## src/hdl/usc_pkg.sv

```systemverilog
`timescale 1ns / 1ps
`default_nettype none

package usc_pkg;

    localparam int COUNT_WIDTH = 16;
    localparam int CAP_WIDTH   = 16;
    localparam int LEN_WIDTH   = 16;
    localparam int CMP_W       = (COUNT_WIDTH + 1 > CAP_WIDTH + 1) ? COUNT_WIDTH + 1
                                                                   : CAP_WIDTH + 1;
    localparam logic [CMP_W-1:0] COUNT_MAX =
        CMP_W'((64'd1 << COUNT_WIDTH) - 64'd1);

    localparam int QUEUE_DEPTH = 4;
    localparam int QPTR_W      = $clog2(QUEUE_DEPTH);
    localparam int QCNT_W      = $clog2(QUEUE_DEPTH + 1);

    localparam logic [CAP_WIDTH-1:0] CAPACITY_RESET = CAP_WIDTH'(256);

    localparam logic [7:0] BYTE_NUL        = 8'h00;
    localparam logic [7:0] BYTE_APOSTROPHE = 8'h27;
    localparam logic [7:0] QUOTE_B0        = 8'hE2;
    localparam logic [7:0] QUOTE_B1        = 8'h80;
    localparam logic [7:0] QUOTE_B2        = 8'h99;

    typedef enum logic [0:0] {
        REG_CAPACITY   = 1'b0,
        REG_PROSE_MODE = 1'b1
    } cfg_reg_t;

    typedef struct packed {
        logic [3:0][7:0]        bytes;
        logic [2:0]             cnt;
        logic                   is_end;
        logic [LEN_WIDTH-1:0]   length;
    } q_entry_t;

    typedef struct packed {
        logic     valid;
        q_entry_t entry;
    } q_port_t;

    function automatic logic ascii_letter(input logic [7:0] b);
        return ((b >= 8'h41) && (b <= 8'h5A)) || ((b >= 8'h61) && (b <= 8'h7A));
    endfunction

    function automatic logic [2:0] lead_length(input logic [7:0] b);
        logic [2:0] n;
        if (b < 8'h80)
            n = 3'd1;
        else if ((b & 8'hE0) == 8'hC0)
            n = 3'd2;
        else if ((b & 8'hF0) == 8'hE0)
            n = 3'd3;
        else if ((b & 8'hF8) == 8'hF0)
            n = 3'd4;
        else
            n = 3'd1;
        return n;
    endfunction

endpackage

`default_nettype wire

```

## src/hdl/usc_front.sv

```systemverilog
`timescale 1ns / 1ps
`default_nettype none

module usc_front (
    input  wire logic                             clk,
    input  wire logic                             rst_n,
    input  wire logic                             in_valid,
    output logic                                  in_stall,
    input  wire logic [7:0]                       in_byte,
    input  wire logic [usc_pkg::CAP_WIDTH-1:0]    capacity,
    input  wire logic                             prose_mode,
    output usc_pkg::q_port_t                      q_wr,
    input  wire logic                             q_full
);

    logic [usc_pkg::COUNT_WIDTH-1:0] count_reg, count_next;
    logic                            stopped_reg, stopped_next;
    logic [7:0]                      buf_reg [3];
    logic [7:0]                      buf_next [3];
    logic [2:0]                      len_reg, len_next;
    logic [1:0]                      held_reg, held_next;
    logic                            prev_letter_reg, prev_letter_next;
    logic                            pending_reg, pending_next;

    logic                            accept;
    logic                            letter;
    logic [4:1]                      fit;
    logic                            fit_len;
    logic                            fit_single;
    logic [2:0]                      lead_n;
    usc_pkg::q_entry_t               entry;
    logic                            stop;

    assign accept = in_valid && !q_full;
    assign in_stall = q_full;
    assign letter = usc_pkg::ascii_letter(in_byte);
    assign lead_n = usc_pkg::lead_length(in_byte);

    always_comb
    begin
        logic [usc_pkg::CMP_W-1:0] sum;
        for (int k = 1; k <= 4; k++)
        begin
            sum = usc_pkg::CMP_W'(count_reg) + usc_pkg::CMP_W'(k);
            fit[k] = (sum < usc_pkg::CMP_W'(capacity)) && (sum <= usc_pkg::COUNT_MAX);
        end
    end

    always_comb
    begin
        case (len_reg)
            3'd2:    fit_len = fit[2];
            3'd3:    fit_len = fit[3];
            3'd4:    fit_len = fit[4];
            default: fit_len = fit[1];
        endcase
    end

    always_comb
    begin
        entry        = '0;
        stop         = stopped_reg;
        pending_next = 1'b0;
        held_next    = held_reg;
        len_next     = len_reg;
        buf_next     = buf_reg;
        fit_single   = fit[1];

        // resolve a waiting apostrophe
        if (pending_reg)
        begin
            if (letter)
            begin
                if (fit[3])
                begin
                    entry.bytes[0] = usc_pkg::QUOTE_B0;
                    entry.bytes[1] = usc_pkg::QUOTE_B1;
                    entry.bytes[2] = usc_pkg::QUOTE_B2;
                    entry.cnt      = 3'd3;
                end
                else
                begin
                    stop = 1'b1;
                end
            end
            else if (fit[1])
            begin
                entry.bytes[0] = usc_pkg::BYTE_APOSTROPHE;
                entry.cnt      = 3'd1;
            end
            else
            begin
                stop = 1'b1;
            end
        end

        if (in_byte == usc_pkg::BYTE_NUL)
        begin
            entry.is_end = 1'b1;
            held_next    = 2'd0;
            len_next     = 3'd0;
        end
        else if (!stop)
        begin
            if (held_reg != 2'd0)
            begin
                if (({1'b0, held_reg} + 3'd1) >= len_reg)
                begin
                    if (fit_len)
                    begin
                        entry.bytes[0] = buf_reg[0];
                        entry.bytes[1] = (held_reg >= 2'd2) ? buf_reg[1] : in_byte;
                        entry.bytes[2] = (held_reg == 2'd3) ? buf_reg[2] : in_byte;
                        entry.bytes[3] = in_byte;
                        entry.cnt      = {1'b0, held_reg} + 3'd1;
                    end
                    else
                    begin
                        stop = 1'b1;
                    end
                    held_next = 2'd0;
                    len_next  = 3'd0;
                end
                else
                begin
                    buf_next[held_reg] = in_byte;
                    held_next          = held_reg + 2'd1;
                end
            end
            else if (prose_mode && (in_byte == usc_pkg::BYTE_APOSTROPHE) && prev_letter_reg)
            begin
                pending_next = 1'b1;
            end
            else if (lead_n == 3'd1)
            begin
                case (entry.cnt)
                    3'd0:    fit_single = fit[1];
                    3'd1:    fit_single = fit[2];
                    default: fit_single = fit[4];
                endcase
                if (fit_single)
                begin
                    entry.bytes[entry.cnt[1:0]] = in_byte;
                    entry.cnt                   = entry.cnt + 3'd1;
                end
                else
                begin
                    stop = 1'b1;
                end
            end
            else
            begin
                buf_next[0] = in_byte;
                held_next   = 2'd1;
                len_next    = lead_n;
            end
        end

        entry.length = usc_pkg::LEN_WIDTH'(count_reg + usc_pkg::COUNT_WIDTH'(entry.cnt));

        if (in_byte == usc_pkg::BYTE_NUL)
        begin
            count_next   = '0;
            stopped_next = 1'b0;
        end
        else
        begin
            count_next   = count_reg + usc_pkg::COUNT_WIDTH'(entry.cnt);
            stopped_next = stop;
        end
        prev_letter_next = letter;
    end

    assign q_wr.valid = accept && ((entry.cnt != 3'd0) || entry.is_end);
    assign q_wr.entry = entry;

    always_ff @(posedge clk or negedge rst_n)
    begin
        if (!rst_n)
        begin
            count_reg       <= '0;
            stopped_reg     <= 1'b0;
            len_reg         <= 3'd0;
            held_reg        <= 2'd0;
            prev_letter_reg <= 1'b0;
            pending_reg     <= 1'b0;
        end
        else if (accept)
        begin
            count_reg       <= count_next;
            stopped_reg     <= stopped_next;
            len_reg         <= len_next;
            held_reg        <= held_next;
            prev_letter_reg <= prev_letter_next;
            pending_reg     <= pending_next;
        end
    end

    always_ff @(posedge clk)
    begin
        if (accept)
        begin
            buf_reg <= buf_next;
        end
    end

endmodule

`default_nettype wire

```

## src/hdl/usc_queue.sv

```systemverilog
`timescale 1ns / 1ps
`default_nettype none

module usc_queue (
    input  wire logic              clk,
    input  wire logic              rst_n,
    input  wire usc_pkg::q_port_t  q_wr,
    output logic                   q_full,
    output usc_pkg::q_port_t       q_rd,
    input  wire logic              q_pop
);

    usc_pkg::q_entry_t                 mem [usc_pkg::QUEUE_DEPTH];
    logic [usc_pkg::QPTR_W-1:0]        wr_ptr_reg, wr_ptr_next;
    logic [usc_pkg::QPTR_W-1:0]        rd_ptr_reg, rd_ptr_next;
    logic [usc_pkg::QCNT_W-1:0]        count_reg, count_next;
    logic                              do_push;
    logic                              do_pop;

    assign q_full     = (count_reg == usc_pkg::QCNT_W'(usc_pkg::QUEUE_DEPTH));
    assign q_rd.valid = (count_reg != '0);
    assign q_rd.entry = mem[rd_ptr_reg];
    assign do_push    = q_wr.valid && !q_full;
    assign do_pop     = q_pop && q_rd.valid;

    always_comb
    begin
        wr_ptr_next = wr_ptr_reg;
        rd_ptr_next = rd_ptr_reg;
        count_next  = count_reg;
        if (do_push)
        begin
            wr_ptr_next = (wr_ptr_reg == usc_pkg::QPTR_W'(usc_pkg::QUEUE_DEPTH - 1))
                        ? '0 : wr_ptr_reg + usc_pkg::QPTR_W'(1);
        end
        if (do_pop)
        begin
            rd_ptr_next = (rd_ptr_reg == usc_pkg::QPTR_W'(usc_pkg::QUEUE_DEPTH - 1))
                        ? '0 : rd_ptr_reg + usc_pkg::QPTR_W'(1);
        end
        if (do_push && !do_pop)
            count_next = count_reg + usc_pkg::QCNT_W'(1);
        else if (!do_push && do_pop)
            count_next = count_reg - usc_pkg::QCNT_W'(1);
    end

    always_ff @(posedge clk or negedge rst_n)
    begin
        if (!rst_n)
        begin
            wr_ptr_reg <= '0;
            rd_ptr_reg <= '0;
            count_reg  <= '0;
        end
        else
        begin
            wr_ptr_reg <= wr_ptr_next;
            rd_ptr_reg <= rd_ptr_next;
            count_reg  <= count_next;
        end
    end

    always_ff @(posedge clk)
    begin
        if (do_push)
        begin
            mem[wr_ptr_reg] <= q_wr.entry;
        end
    end

endmodule

`default_nettype wire

```

## src/hdl/usc_back.sv

```systemverilog
`timescale 1ns / 1ps
`default_nettype none

module usc_back (
    input  wire logic                           clk,
    input  wire logic                           rst_n,
    input  wire usc_pkg::q_port_t               q_rd,
    output logic                                q_pop,
    output logic                                out_valid,
    input  wire logic                           out_stall,
    output logic [7:0]                          out_byte,
    output logic                                is_end,
    output logic [usc_pkg::LEN_WIDTH-1:0]       written_length
);

    logic [2:0]                      idx_reg, idx_next;
    logic                            out_valid_reg, out_valid_next;
    logic [7:0]                      out_byte_reg, out_byte_next;
    logic                            is_end_reg, is_end_next;
    logic [usc_pkg::LEN_WIDTH-1:0]   length_reg, length_next;
    logic                            load;
    logic                            is_data;
    logic                            last;

    assign load    = q_rd.valid && (!out_valid_reg || !out_stall);
    assign is_data = (idx_reg < q_rd.entry.cnt);
    assign last    = (is_data && !q_rd.entry.is_end && (idx_reg == q_rd.entry.cnt - 3'd1))
                   || (idx_reg == q_rd.entry.cnt);
    assign q_pop   = load && last;

    always_comb
    begin
        idx_next       = idx_reg;
        out_valid_next = out_valid_reg && out_stall;
        out_byte_next  = out_byte_reg;
        is_end_next    = is_end_reg;
        length_next    = length_reg;
        if (load)
        begin
            out_valid_next = 1'b1;
            idx_next       = last ? 3'd0 : idx_reg + 3'd1;
            out_byte_next  = is_data ? q_rd.entry.bytes[idx_reg[1:0]] : usc_pkg::BYTE_NUL;
            is_end_next    = !is_data;
            length_next    = is_data ? '0 : q_rd.entry.length;
        end
    end

    always_ff @(posedge clk or negedge rst_n)
    begin
        if (!rst_n)
        begin
            idx_reg       <= 3'd0;
            out_valid_reg <= 1'b0;
        end
        else
        begin
            idx_reg       <= idx_next;
            out_valid_reg <= out_valid_next;
        end
    end

    always_ff @(posedge clk)
    begin
        out_byte_reg <= out_byte_next;
        is_end_reg   <= is_end_next;
        length_reg   <= length_next;
    end

    assign out_valid      = out_valid_reg;
    assign out_byte       = out_byte_reg;
    assign is_end         = is_end_reg;
    assign written_length = length_reg;

endmodule

`default_nettype wire

```

## src/hdl/utf8_safe_truncating_copy.sv

```systemverilog
// An accepted input byte is written into the glyph queue, then into the output register.
// Throughput: one source byte per cycle while the 4-entry glyph queue has room;
// the output moves one result per cycle while out_stall is low, and a byte
// with more than one result holds it until all have moved (up to 4 results
// for a glyph or an expanded quote). Reset clears all string state and the
// queue; capacity resets to 256 and prose_mode to 0. No clearing pass is needed.
`timescale 1ns / 1ps
`default_nettype none

module utf8_safe_truncating_copy (
    input  wire logic                           clk,
    input  wire logic                           rst_n,
    input  wire logic                           cfg_write,
    input  wire logic [0:0]                     cfg_index,
    input  wire logic [usc_pkg::CAP_WIDTH-1:0]  cfg_data,
    input  wire logic                           in_valid,
    output logic                                in_stall,
    input  wire logic [7:0]                     in_byte,
    output logic                                out_valid,
    input  wire logic                           out_stall,
    output logic [7:0]                          out_byte,
    output logic                                is_end,
    output logic [usc_pkg::LEN_WIDTH-1:0]       written_length
);

    logic [usc_pkg::CAP_WIDTH-1:0] capacity_reg, capacity_next;
    logic                          prose_mode_reg, prose_mode_next;
    usc_pkg::q_port_t              q_wr;
    usc_pkg::q_port_t              q_rd;
    logic                          q_full;
    logic                          q_pop;

    always_comb
    begin
        capacity_next   = capacity_reg;
        prose_mode_next = prose_mode_reg;
        if (cfg_write)
        begin
            unique case (cfg_index)
                usc_pkg::REG_CAPACITY:   capacity_next   = cfg_data;
                usc_pkg::REG_PROSE_MODE: prose_mode_next = cfg_data[0];
                default:                 capacity_next   = capacity_reg;
            endcase
        end
    end

    always_ff @(posedge clk or negedge rst_n)
    begin
        if (!rst_n)
        begin
            capacity_reg   <= usc_pkg::CAPACITY_RESET;
            prose_mode_reg <= 1'b0;
        end
        else
        begin
            capacity_reg   <= capacity_next;
            prose_mode_reg <= prose_mode_next;
        end
    end

    usc_front u_front (
        .clk        (clk),
        .rst_n      (rst_n),
        .in_valid   (in_valid),
        .in_stall   (in_stall),
        .in_byte    (in_byte),
        .capacity   (capacity_reg),
        .prose_mode (prose_mode_reg),
        .q_wr       (q_wr),
        .q_full     (q_full)
    );

    usc_queue u_queue (
        .clk    (clk),
        .rst_n  (rst_n),
        .q_wr   (q_wr),
        .q_full (q_full),
        .q_rd   (q_rd),
        .q_pop  (q_pop)
    );

    usc_back u_back (
        .clk            (clk),
        .rst_n          (rst_n),
        .q_rd           (q_rd),
        .q_pop          (q_pop),
        .out_valid      (out_valid),
        .out_stall      (out_stall),
        .out_byte       (out_byte),
        .is_end         (is_end),
        .written_length (written_length)
    );

`ifndef NO_ASSERTIONS
    a_len_only_on_end: assert property (@(posedge clk) disable iff (!rst_n)
        (out_valid && !is_end) |-> (written_length == '0))
        else $error("length field set on a data result");

    a_end_is_nul: assert property (@(posedge clk) disable iff (!rst_n)
        (out_valid && is_end) |-> (out_byte == usc_pkg::BYTE_NUL))
        else $error("end result carries a nonzero byte");

    a_len_below_max: assert property (@(posedge clk) disable iff (!rst_n)
        (out_valid && is_end) |-> (written_length != '1))
        else $error("written length leaves no room for the NUL");
`endif

endmodule

`default_nettype wire
```

## config.mk

```make
export PLATFORM = sky130hd
export DESIGN_NAME = utf8_safe_truncating_copy
export DESIGN_NICKNAME = d
export VERILOG_FILES = /design/src/hdl/usc_pkg.sv /design/src/hdl/usc_front.sv /design/src/hdl/usc_queue.sv /design/src/hdl/usc_back.sv /design/src/hdl/utf8_safe_truncating_copy.sv
export SDC_FILE = /design/constraint.sdc
export NUM_CORES = 1
export LEC_CHECK = 0
export BUFFER_PORTS_ARGS = -buffer_cell sky130_fd_sc_hd__buf_4
export CAP_MARGIN = 5
export CORE_UTILIZATION = 28
export CTS_BUF_LIST = sky130_fd_sc_hd__clkbuf_4 sky130_fd_sc_hd__clkbuf_8 sky130_fd_sc_hd__clkbuf_16
export CTS_CLUSTER_SIZE = 20
export DETAILED_ROUTE_END_ITERATION = 10
export PLACE_DENSITY_LB_ADDON = 0.25
export SLEW_MARGIN = 10
export SYNTH_ARGS = -nofsm -noshare
export SYNTH_HDL_FRONTEND = slang
export SYNTH_HIERARCHICAL = 1
export SYNTH_SLANG_ARGS = --single-unit
```

## constraint.sdc

```tcl
create_clock -name clk -period 6.8 [get_ports clk]
set_input_delay 0.34 -clock clk [delete_from_list [all_inputs] [get_ports clk]]
set_output_delay 0.34 -clock clk [all_outputs]
set_load 0.01 [all_outputs]
```

==> out/qor.yml, run 1 <==
post-route-util: 0.3309
cp-start-kind: "register"
antennaDiodeCount: 0
max_freq_mhz: 154.3
track_usage: 0.1467
die-height_um: 246.1
synth_top_area_frac: 0.4626
drtIter0Drc: 726
setup_viol: 0
num_io_pins: 57
totalPowerFinal_w: 0.008992
critPathLaunch: "u_front/count_reg[1]"
detail_route.vias_per_cell: 5.011
cp-end-kind: "register"
die_area_um2: 60560
post-route-period-util: 0.9530
synth.most_common_cell: "edfxtp_1"
peakVddDrop_v: 0.0001669
clk_latency_ns: 0.55
ys_ff_latch: 309
grt_pass1_wl_mm: 67.46
clk_pin_slew_ns: 0.06
synth_ff_type: "edfxtp_1"
maxCapViolCount: 0
via_count: 10640
worst-slew-pin-transition_ns: 1.046
hp-start: "cfg_data[2]"
synth_edf_count: 257
power_leakage_nw: 7.523
drtAntennaViolNets: 0
largest_reg_flops: 208
drc: 0
htree_levels: 2
r2r-start: "u_front/count_reg[1]"
yosysUniqueCellTypes: 98
clock-sinks: 309
postRouteWirelength_mm: 44.05
synth_area_leaders: "edfxtp_1 46%, dfrtp_1 7.7%, mux4_2 7.6%"
drive_gt1_frac: 0.2487
hp-class: "in -> reg"
path_class: "reg -> reg"
rr_worst_depth: 26
fill_cells: 5731
wl_per_cell_um: 20.74
post_cts.repair.setup_buffers: 0
cts_buffers: 35
ys_seq_area_frac: 0.5407
slew_headroom: 0.3001
synthTopCellsByCount: "257 x edfxtp_1, 95 x ha_1, 81 x nand2_1, 61 x nor2_1, 56 x mux4_2"
core_area_um2: 58910
grt_pass1_vias: 10850
slew_violations: 0
grt_max_degree: 55
area_growth_pct: 16.86
min_period_ns: 6.480
hold_violations: 0
yosysTopAreaCell: "edfxtp_1"
hold_depth: 2
place_congestion: 0.8905
cellPowerDensity_nw_per_um2: 461.2
fp.dieW_um: 246.1
syn_inst: 1228
synth_area_um2: 16680
start_util: 0.2832
syn_avg_cell_area_um2: 13.58
firstDrtPassIters: 5
cp.required_ns: 7.07
hpwl_mm: 30.67
async_flop_share: 0.1683
antenna_found_initial: 0
fin_nets: 1451
rows: 89
regArea_um2: 9032
cts_tree: "yes"
synth_nets: 1355
run_status: "completed"
root_buffer: "clkbuf_16"
worst_ep_arrival_time_ns: 6.75
crit_fanout: 10
grt.overflow.total: 0
yosysWarnings: 6
numPortBuffers: 56
cts_buffer_depth: 3
final.setup_skew_ns: 0.02384
multi_input_area_um2: 7066
-- critical path, stage by stage, from the launching register on --
cell and delay, ns:
dfrtp_1 0.40, buf_4 0.22, ha_1 0.21, buf_4 0.21
nand4_1 0.18, xnor2_2 0.19, ha_1 0.31, a21oi_1 0.17
a21boi_0 0.16, a2111oi_4 0.32, nor2_2 0.14, nor4_2 0.35
nor2_1 0.12, inv_1 0.11, ha_1 0.20, or4b_1 0.51
o211ai_4 0.17, nand2_2 0.15, or4_1 0.43, nand4_1 0.13
inv_1 0.12, ha_1 0.25, fa_1 0.41, a21o_1 0.19
and2_1 0.17, nand3_1 0.09, xnor2_1 0.27
-- path summary, 6_finish.rpt --
| path | end | slack [ns] |
|---|---|---|
| max | u_queue/mem[0][6] | 0.32 |
| min | capacity_reg[2] | 0.03 |
| max reg2reg | u_queue/mem[0][6] | 0.32 |
| min reg2reg | u_queue/count_reg[2] | 0.49 |
| max in group asynchronous | u_queue/rd_ptr_reg[1] | 5.72 |
| min in group asynchronous | u_front/held_reg[1] | 0.42 |
-- report_power, final --
group	leakage (nW)	internal (W)	switching, W
logic	3.91	0.00154	0.00217
clock network	0.585	0.00116	0.000793
registers	3.03	0.00300	0.000329
-- per-stage QoR --
step,cells,TNS [ns],hold slack [ns],instance area [um^2],setup slack (ns)
final,2124,0,0.02937,19490,0.3199
after global routing,2124,-0.007344,0.009648,19490,-0.007344
after CTS,2124,0,0.004101,19390,0.06718
after detailed placement,2047,-0.01613,0.4888,18060,-0.008403
after global placement,2047,0,0.4710,18060,0.1022
after floorplan,1228,0,0.04441,16680,0.01521
-- routing by layer --
| metal | wire (um) | global-route usage | vias to the layer above |
|---|---|---|---|
| li1 | - | - | 4884 |
| met1 | 21100 | 0.2074 | 5427 |
| met2 | 19890 | 0.2274 | 259 |
| met3 | 1965 | 0.02516 | 73 |
| met4 | 1093 | 0.04531 | 0 |
| met5 | 0 | 0 | - |
-- area by class of cell --
class	instances	area share
sequential	309	0.4633
multi-input combinational	795	0.3624
timing repair buffer	125	0.05256
tap	773	0.04961
clock buffer	42	0.04852
clock inverter	22	0.01239
inverter	58	0.01117
-- logic make-up after synthesis --
family                     after synthesis  share of synthesized area
adders and majority gates               97                    0.07365
buffers and inverters                  124                    0.04230
AOI/OAI and AO/OA                      192                    0.08565
muxes                                  101                     0.1114
DFF                                    309                     0.5407
and+or+nand+nor                        344                     0.1135
xor gates and xnor gates                61                    0.03285
-- what timing repair did --
action / CTS / global route
endpoints found under the hold margin: 63 / 0
setup endpoints to repair: 10 / 60
hold buffers: 13 / 0
resized for setup: 1 / 25
-- cells in the final DEF (no fill, tap or decap), drive strengths merged, types with 29 or more instances in the layout --
cell type,netlist,final
a21oi,37,37
and2,37,37
buf,52,112
clkbuf,14,42
dfrtp,51,51
edfxtp,257,257
ha,95,95
inv,57,59
mux2,29,29
mux4,60,60
nand2,88,88
nand3,32,32
nor2,62,62
o21ai,43,43
xor2,35,35
Power figures use the tool's default switching activity.
==> run 2: changes to the inputs <==
CTS_BUF_LIST = sky130_fd_sc_hd__clkbuf_8 sky130_fd_sc_hd__clkbuf_16   (was sky130_fd_sc_hd__clkbuf_4 sky130_fd_sc_hd__clkbuf_8 sky130_fd_sc_hd__clkbuf_16)
GPL_TIMING_DRIVEN = 0   (was default)
==> run 2 against run 1 <==
Sequential power shrank 5%. Non-clock buffer count up 49. Global-route usage about the same. Via count up 0.85%. Wire length about the same. Critical endpoint is now u_queue/mem[0][14]. Largest power group unchanged.
==> out/qor.yml, run 2 (synthesis results as in run 1) <==
fp.dieW_um: 246.1  # unchanged
worst-slew-pin-transition_ns: 1.102  # +0.05612 ns
core_area_um2: 58910  # unchanged
cp-end-kind: "register"
die-height_um: 246.1  # unchanged
clock-sinks: 309  # unchanged
r2r_slack_ns: 0.29  # -0.03 ns
cellPowerDensity_nw_per_um2: 463.3  # +0.44%
clk_latency_ns: 0.56  # about the same
run_status: "completed"
dp_slack_ns: -1.784  # -1.776 ns
drive_gt1_frac: 0.2774  # +0.02868
grt_pass1_vias: 10940  # +0.88%
layout_commonest_cell: "edfxtp_1"
cts_buffer_depth: 3  # unchanged
htree_levels: 2  # unchanged
root_buffer: "clkbuf_16"
power_leakage_nw: 7.827  # +4.0%
setup_viol: 0  # unchanged
totalPowerFinal_w: 0.009378  # +4.3%
setup_slack_ns: 0.2914  # -0.02849 ns
detail_route.vias_per_cell: 4.926  # -1.7%
clk_pin_slew_ns: 0.05  # about the same
post-route-period-util: 0.9571  # +0.004190
use_met2: 0.2296  # +0.002231
grt_max_degree: 53  # -3.6%
min_period_ns: 6.509  # +0.02849 ns
start_util: 0.2832  # unchanged
grt.overflow.total: 0  # unchanged
path_class: "reg -> reg"
slew_headroom: 0.2607  # -0.03938
area_growth_pct: 21.35
drtAntennaViolNets: 0  # unchanged
cp.required_ns: 7.09  # +0.02 ns
track_usage: 0.1467  # about the same
met3_usage: 0.02288  # -0.002288
final.setup_skew_ns: 0.02248  # -0.001368 ns
most-common-layout-cells: "257 x edfxtp_1, 97 x buf_4, 90 x ha_1, 79 x nand2_1, 56 x mux4_2"
grt-busiest-layer: "met2"
hold_violations: 0  # unchanged
die_area_um2: 60560  # unchanged
num_io_pins: 57  # unchanged
hp-class: "in -> reg"
maxCapViolCount: 0  # unchanged
holdWs_ns: 0.03494  # +0.005572 ns
max_freq_mhz: 153.6  # -0.44%
place_congestion: 0.8776  # -1.4%
crit_path_frequent_cell: "buf_4"
use_met1: 0.2057  # -0.001732
slowest_delay_ns: 0.56  # +0.05 ns
drtIter0Drc: 638  # -12%
cp_slowest_cell: "a2111oi_4"
numPortBuffers: 56  # unchanged
antenna_found_initial: 0  # unchanged
firstDrtPassIters: 5  # unchanged
cp-start-kind: "register"
rows: 89  # unchanged
wl_per_cell_um: 20.22  # -2.5%
post-route-util: 0.3436  # +0.01270
via_count: 10730  # +0.85%
hpwl_mm: 31.28  # +2.0%
antennaDiodeCount: 0  # unchanged
fin_nets: 1503  # +3.6%
grt_pass1_wl_mm: 67.05  # -0.60%
slew_violations: 0  # unchanged
rsz0062_at_grt: "no"
postRouteWirelength_mm: 44.06  # about the same
worst_ep_arrival_time_ns: 6.80  # +0.05 ns
cts_buffers: 38  # +8.6%
cts_tree: "yes"
peakVddDrop_v: 0.0002050  # +23%
largest_reg_flops: 208  # unchanged
drc: 0  # unchanged
crit_fanout: 10  # unchanged
run 2: path summary, 6_finish.rpt:
kind,start,to,depth (start not counted)
max in group asynchronous,rst_n,u_front/count_reg[1],2
worst min-delay path,cfg_data[0],prose_mode_reg,2
worst max register to register,u_front/count_reg[1],u_queue/mem[0][14],29
worst max-delay path,u_front/count_reg[1],u_queue/mem[0][14],29
min in group asynchronous,rst_n,prose_mode_reg,2
worst min register to register,u_queue/count_reg[2],u_queue/count_reg[2],1
run 2: critical path, delay by kind of cell, from the launching register on:
| family | cells | cell delay (ns) |
|---|---|---|
| adder cells (fa/ha/maj) | 5 | 1.31 |
| AO/OA/AOI/OAI | 3 | 0.90 |
| XOR/XNOR | 1 | 0.15 |
| buffers and inverters | 6 | 0.80 |
| flip-flops | 1 | 0.43 |
| AND/OR/NAND/NOR | 14 | 2.64 |
run 2: per-stage QoR:
stage	instances	setup TNS (ns)	area [um^2]
4_1_cts	2162	0	19990
3_3_place_gp	2057	-670.46	18070
2_1_floorplan	1228	0	16680
3_5_place_dp	2061	-311.43	18170
6_report	2179	0	20240
5_1_grt	2179	0	20240
run 2: layout make-up:
cell class / count / area (um^2)
clock buffer: 39 / 975.9
inverter: 58 / 227.7
sequential: 309 / 9027
tap: 773 / 967.2
timing repair buffer: 111 / 945.9
clock inverter: 31 / 356.6
multi-input combinational: 795 / 7238
buffer: 63 / 504.2
fill: 5743 / 38660
run 2: repair_timing:
| item | 4_1_cts | 5_1_grt |
|---|---|---|
| hold buffers | 22 | 0 |
| setup buffers | 11 | 18 |
| cloned | 0 | 0 |
| endpoints found under the setup margin | 321 | 273 |
| pin swaps | 4 | 12 |
| gates resized for setup | 42 | 35 |
| endpoints found under the hold margin | 77 | 0 |
run 2: layer usage:
| layer | up-vias | wire length (um) | share of wire |
|---|---|---|---|
| li1 | 5005 | - | - |
| met4 | 0 | 1077 | 0.024 |
| met1 | 5370 | 20630 | 0.47 |
| met5 | - | 0 | 0 |
| met3 | 66 | 2064 | 0.047 |
| met2 | 292 | 20290 | 0.46 |
run 2: power breakdown:
part,switching [W],internal [W],leakage (nW)
clock network,0.000820,0.00132,0.672
logic,0.00237,0.00169,4.13
registers,0.000173,0.00300,3.03
total,0.00337,0.00601,7.83
==> run 3: changes to the inputs <==
CORE_ASPECT_RATIO = 1.5   (was default)
==> run 3 against run 2 <==
Via count down 1.4%. Clock power shrank 20%. Hold slack gained 0.044 ns. Sequential share of layout area grew 0.75 points. Worst setup slack worse by 0.0078 ns.
==> out/qor.yml, run 3 (synthesis results as in run 1) <==
grt_max_degree: 53  # unchanged
wl_per_cell_um: 20.83  # +3.0%
holdWs_ns: 0.07863  # +0.04369 ns
cp_slowest_cell: "dfrtp_4"
post-route-period-util: 0.9583  # +0.001142
post-route-util: 0.3379  # -0.005722
antenna_found_initial: 0  # unchanged
die-height_um: 300.9  # +22%
cts_buffer_depth: 3  # unchanged
grt_pass1_vias: 11120  # +1.6%
htree_levels: 1  # -1
rr_worst_depth: 32  # +10%
dp_slack_ns: -1.918  # -0.1339 ns
rows: 109  # +22%
clock-sinks: 309  # unchanged
area_growth_pct: 19.34
setup_viol: 0  # unchanged
max_freq_mhz: 153.5  # -0.12%
setup_slack_ns: 0.2836  # -0.007766 ns
cellPowerDensity_nw_per_um2: 449.2  # -3.0%
detail_route.vias_per_cell: 4.885  # -0.83%
slew_violations: 0  # unchanged
hpwl_mm: 32.79  # +4.8%
drtAntennaViolNets: 0  # unchanged
final.setup_skew_ns: 0.02223  # -0.0002447 ns
reg2reg_to: "u_queue/count_reg[2]"
grt_pass1_wl_mm: 68.70  # +2.5%
hp-start: "in_byte[6]"
drtIter0Drc: 616  # -3.4%
critPathLaunch: "u_front/count_reg[1]"
num_io_pins: 57  # unchanged
numPortBuffers: 56  # unchanged
fp.dieW_um: 201.3  # -18%
final_cells: 2166  # -0.60%
hold_end: "u_front/buf_reg[14]"
start_util: 0.2832  # about the same
place_congestion: 0.8950  # +2.0%
cp-start-kind: "register"
postRouteWirelength_mm: 45.12  # +2.4%
core_area_um2: 58920  # about the same
placedCellCount: 2065  # +0.19%
rsz0062_at_grt: "no"
min_period_ns: 6.516  # +0.007766 ns
cp.required_ns: 7.29  # +0.20 ns
cp-end-kind: "register"
track_usage: 0.1494  # +0.002620
hold_depth: 1  # -1
run_status: "completed"
power_leakage_nw: 7.687  # -1.8%
r2r-start: "u_front/count_reg[1]"
slowest_delay_ns: 0.51  # -0.05 ns
hp-class: "in -> reg"
grt.overflow.total: 0  # unchanged
drive_gt1_frac: 0.2613  # -0.01604
crit_fanout: 10  # unchanged
fin_nets: 1494  # -0.60%
worst_ep_arrival_time_ns: 7.01  # +0.21 ns
hold_violations: 0  # unchanged
cts_tree: "yes"
peakVddDrop_v: 0.0002181  # +6.4%
firstDrtPassIters: 5  # unchanged
r2r_slack_ns: 0.28  # about the same
clk_pin_slew_ns: 0.07  # +0.02 ns
slew_headroom: 0.3123  # +0.05156
layout_commonest_cell: "edfxtp_1"
via_count: 10580  # -1.4%
cts_buffers: 31  # -18%
largest_reg_flops: 208  # unchanged
drc: 0  # unchanged
antennaDiodeCount: 0  # unchanged
die_area_um2: 60580  # about the same
most-common-layout-cells: "257 x edfxtp_1, 95 x buf_4, 91 x ha_1, 80 x nand2_1"
root_buffer: "clkbuf_16"
clk_latency_ns: 0.57  # about the same
worst-slew-pin-transition_ns: 1.028  # -0.07432 ns
path_class: "reg -> reg"
maxCapViolCount: 0  # unchanged
-- run 3: repair_timing --
item	in CTS	in global routing
hold buffers	23	0
gates resized for setup	47	18
endpoints found under the hold margin	79	0
setup endpoints to repair	369	246
buffers inserted	12	13
pin swaps	5	4
-- run 3: final cells by class --
| type | count | area (um^2) |
|---|---|---|
| multi-input combinational | 795 | 7202 |
| buffer | 64 | 504.2 |
| tap | 777 | 972.2 |
| sequential | 309 | 9027 |
| clock inverter | 22 | 211.5 |
| timing repair buffer | 108 | 960.9 |
| fill | 5829 | 39010 |
| clock buffer | 33 | 803.3 |
| inverter | 58 | 227.7 |
-- run 3: critical path: cells and delay by family (launching register included) --
family,cells,cell delay (ns)
buffers and inverters,8,1.08
DFF,1,0.51
and+or+nand+nor,8,1.58
xor gates and xnor gates,2,0.31
adders and majority gates,5,1.19
AOI/OAI and AO/OA,9,1.74
-- run 3: worst max-delay path by stage --
stage	cells past startpoint	slack (ns)	to
after floorplan	27	0.02	u_queue/mem[1][0]
after global placement	27	-3.02	u_queue/mem[1][49]
after detailed placement	30	-1.92	u_front/count_reg[11]
after CTS	32	0.04	u_queue/count_reg[2]
after global routing	32	0.005	u_queue/count_reg[2]
final	32	0.28	u_queue/count_reg[2]
-- run 3: metrics by stage --
step,TNS [ns],area (um^2),total power [W]
finish,0,19910,0.008943
global route,0,19910,0.009489
CTS,0,19730,0.009062
detailed placement,-355.08,18200,0.007208
global placement,-739.17,18070,0.007084
floorplan,0,16680,0.005835
-- run 3: where the power goes --
| part | switching, W | leakage [nW] | total (W) | internal (W) |
|---|---|---|---|---|
| clock | 0.000719 | 0.505 | 0.00172 | 0.000997 |
| combinational | 0.00236 | 4.15 | 0.00404 | 0.00168 |
| sequential | 0.000183 | 3.03 | 0.00319 | 0.00300 |
| total | 0.00327 | 7.69 | 0.00894 | 0.00568 |
-- run 3: metal layers --
layer / GRT usage / wire [um] / up-vias
met5: 0 / 0 / -
met4: 0.05321 / 1427 / 0
met3: 0.01364 / 1111 / 66
met2: 0.2911 / 24880 / 205
met1: 0.1671 / 17700 / 5344
li1: - / - / 4965
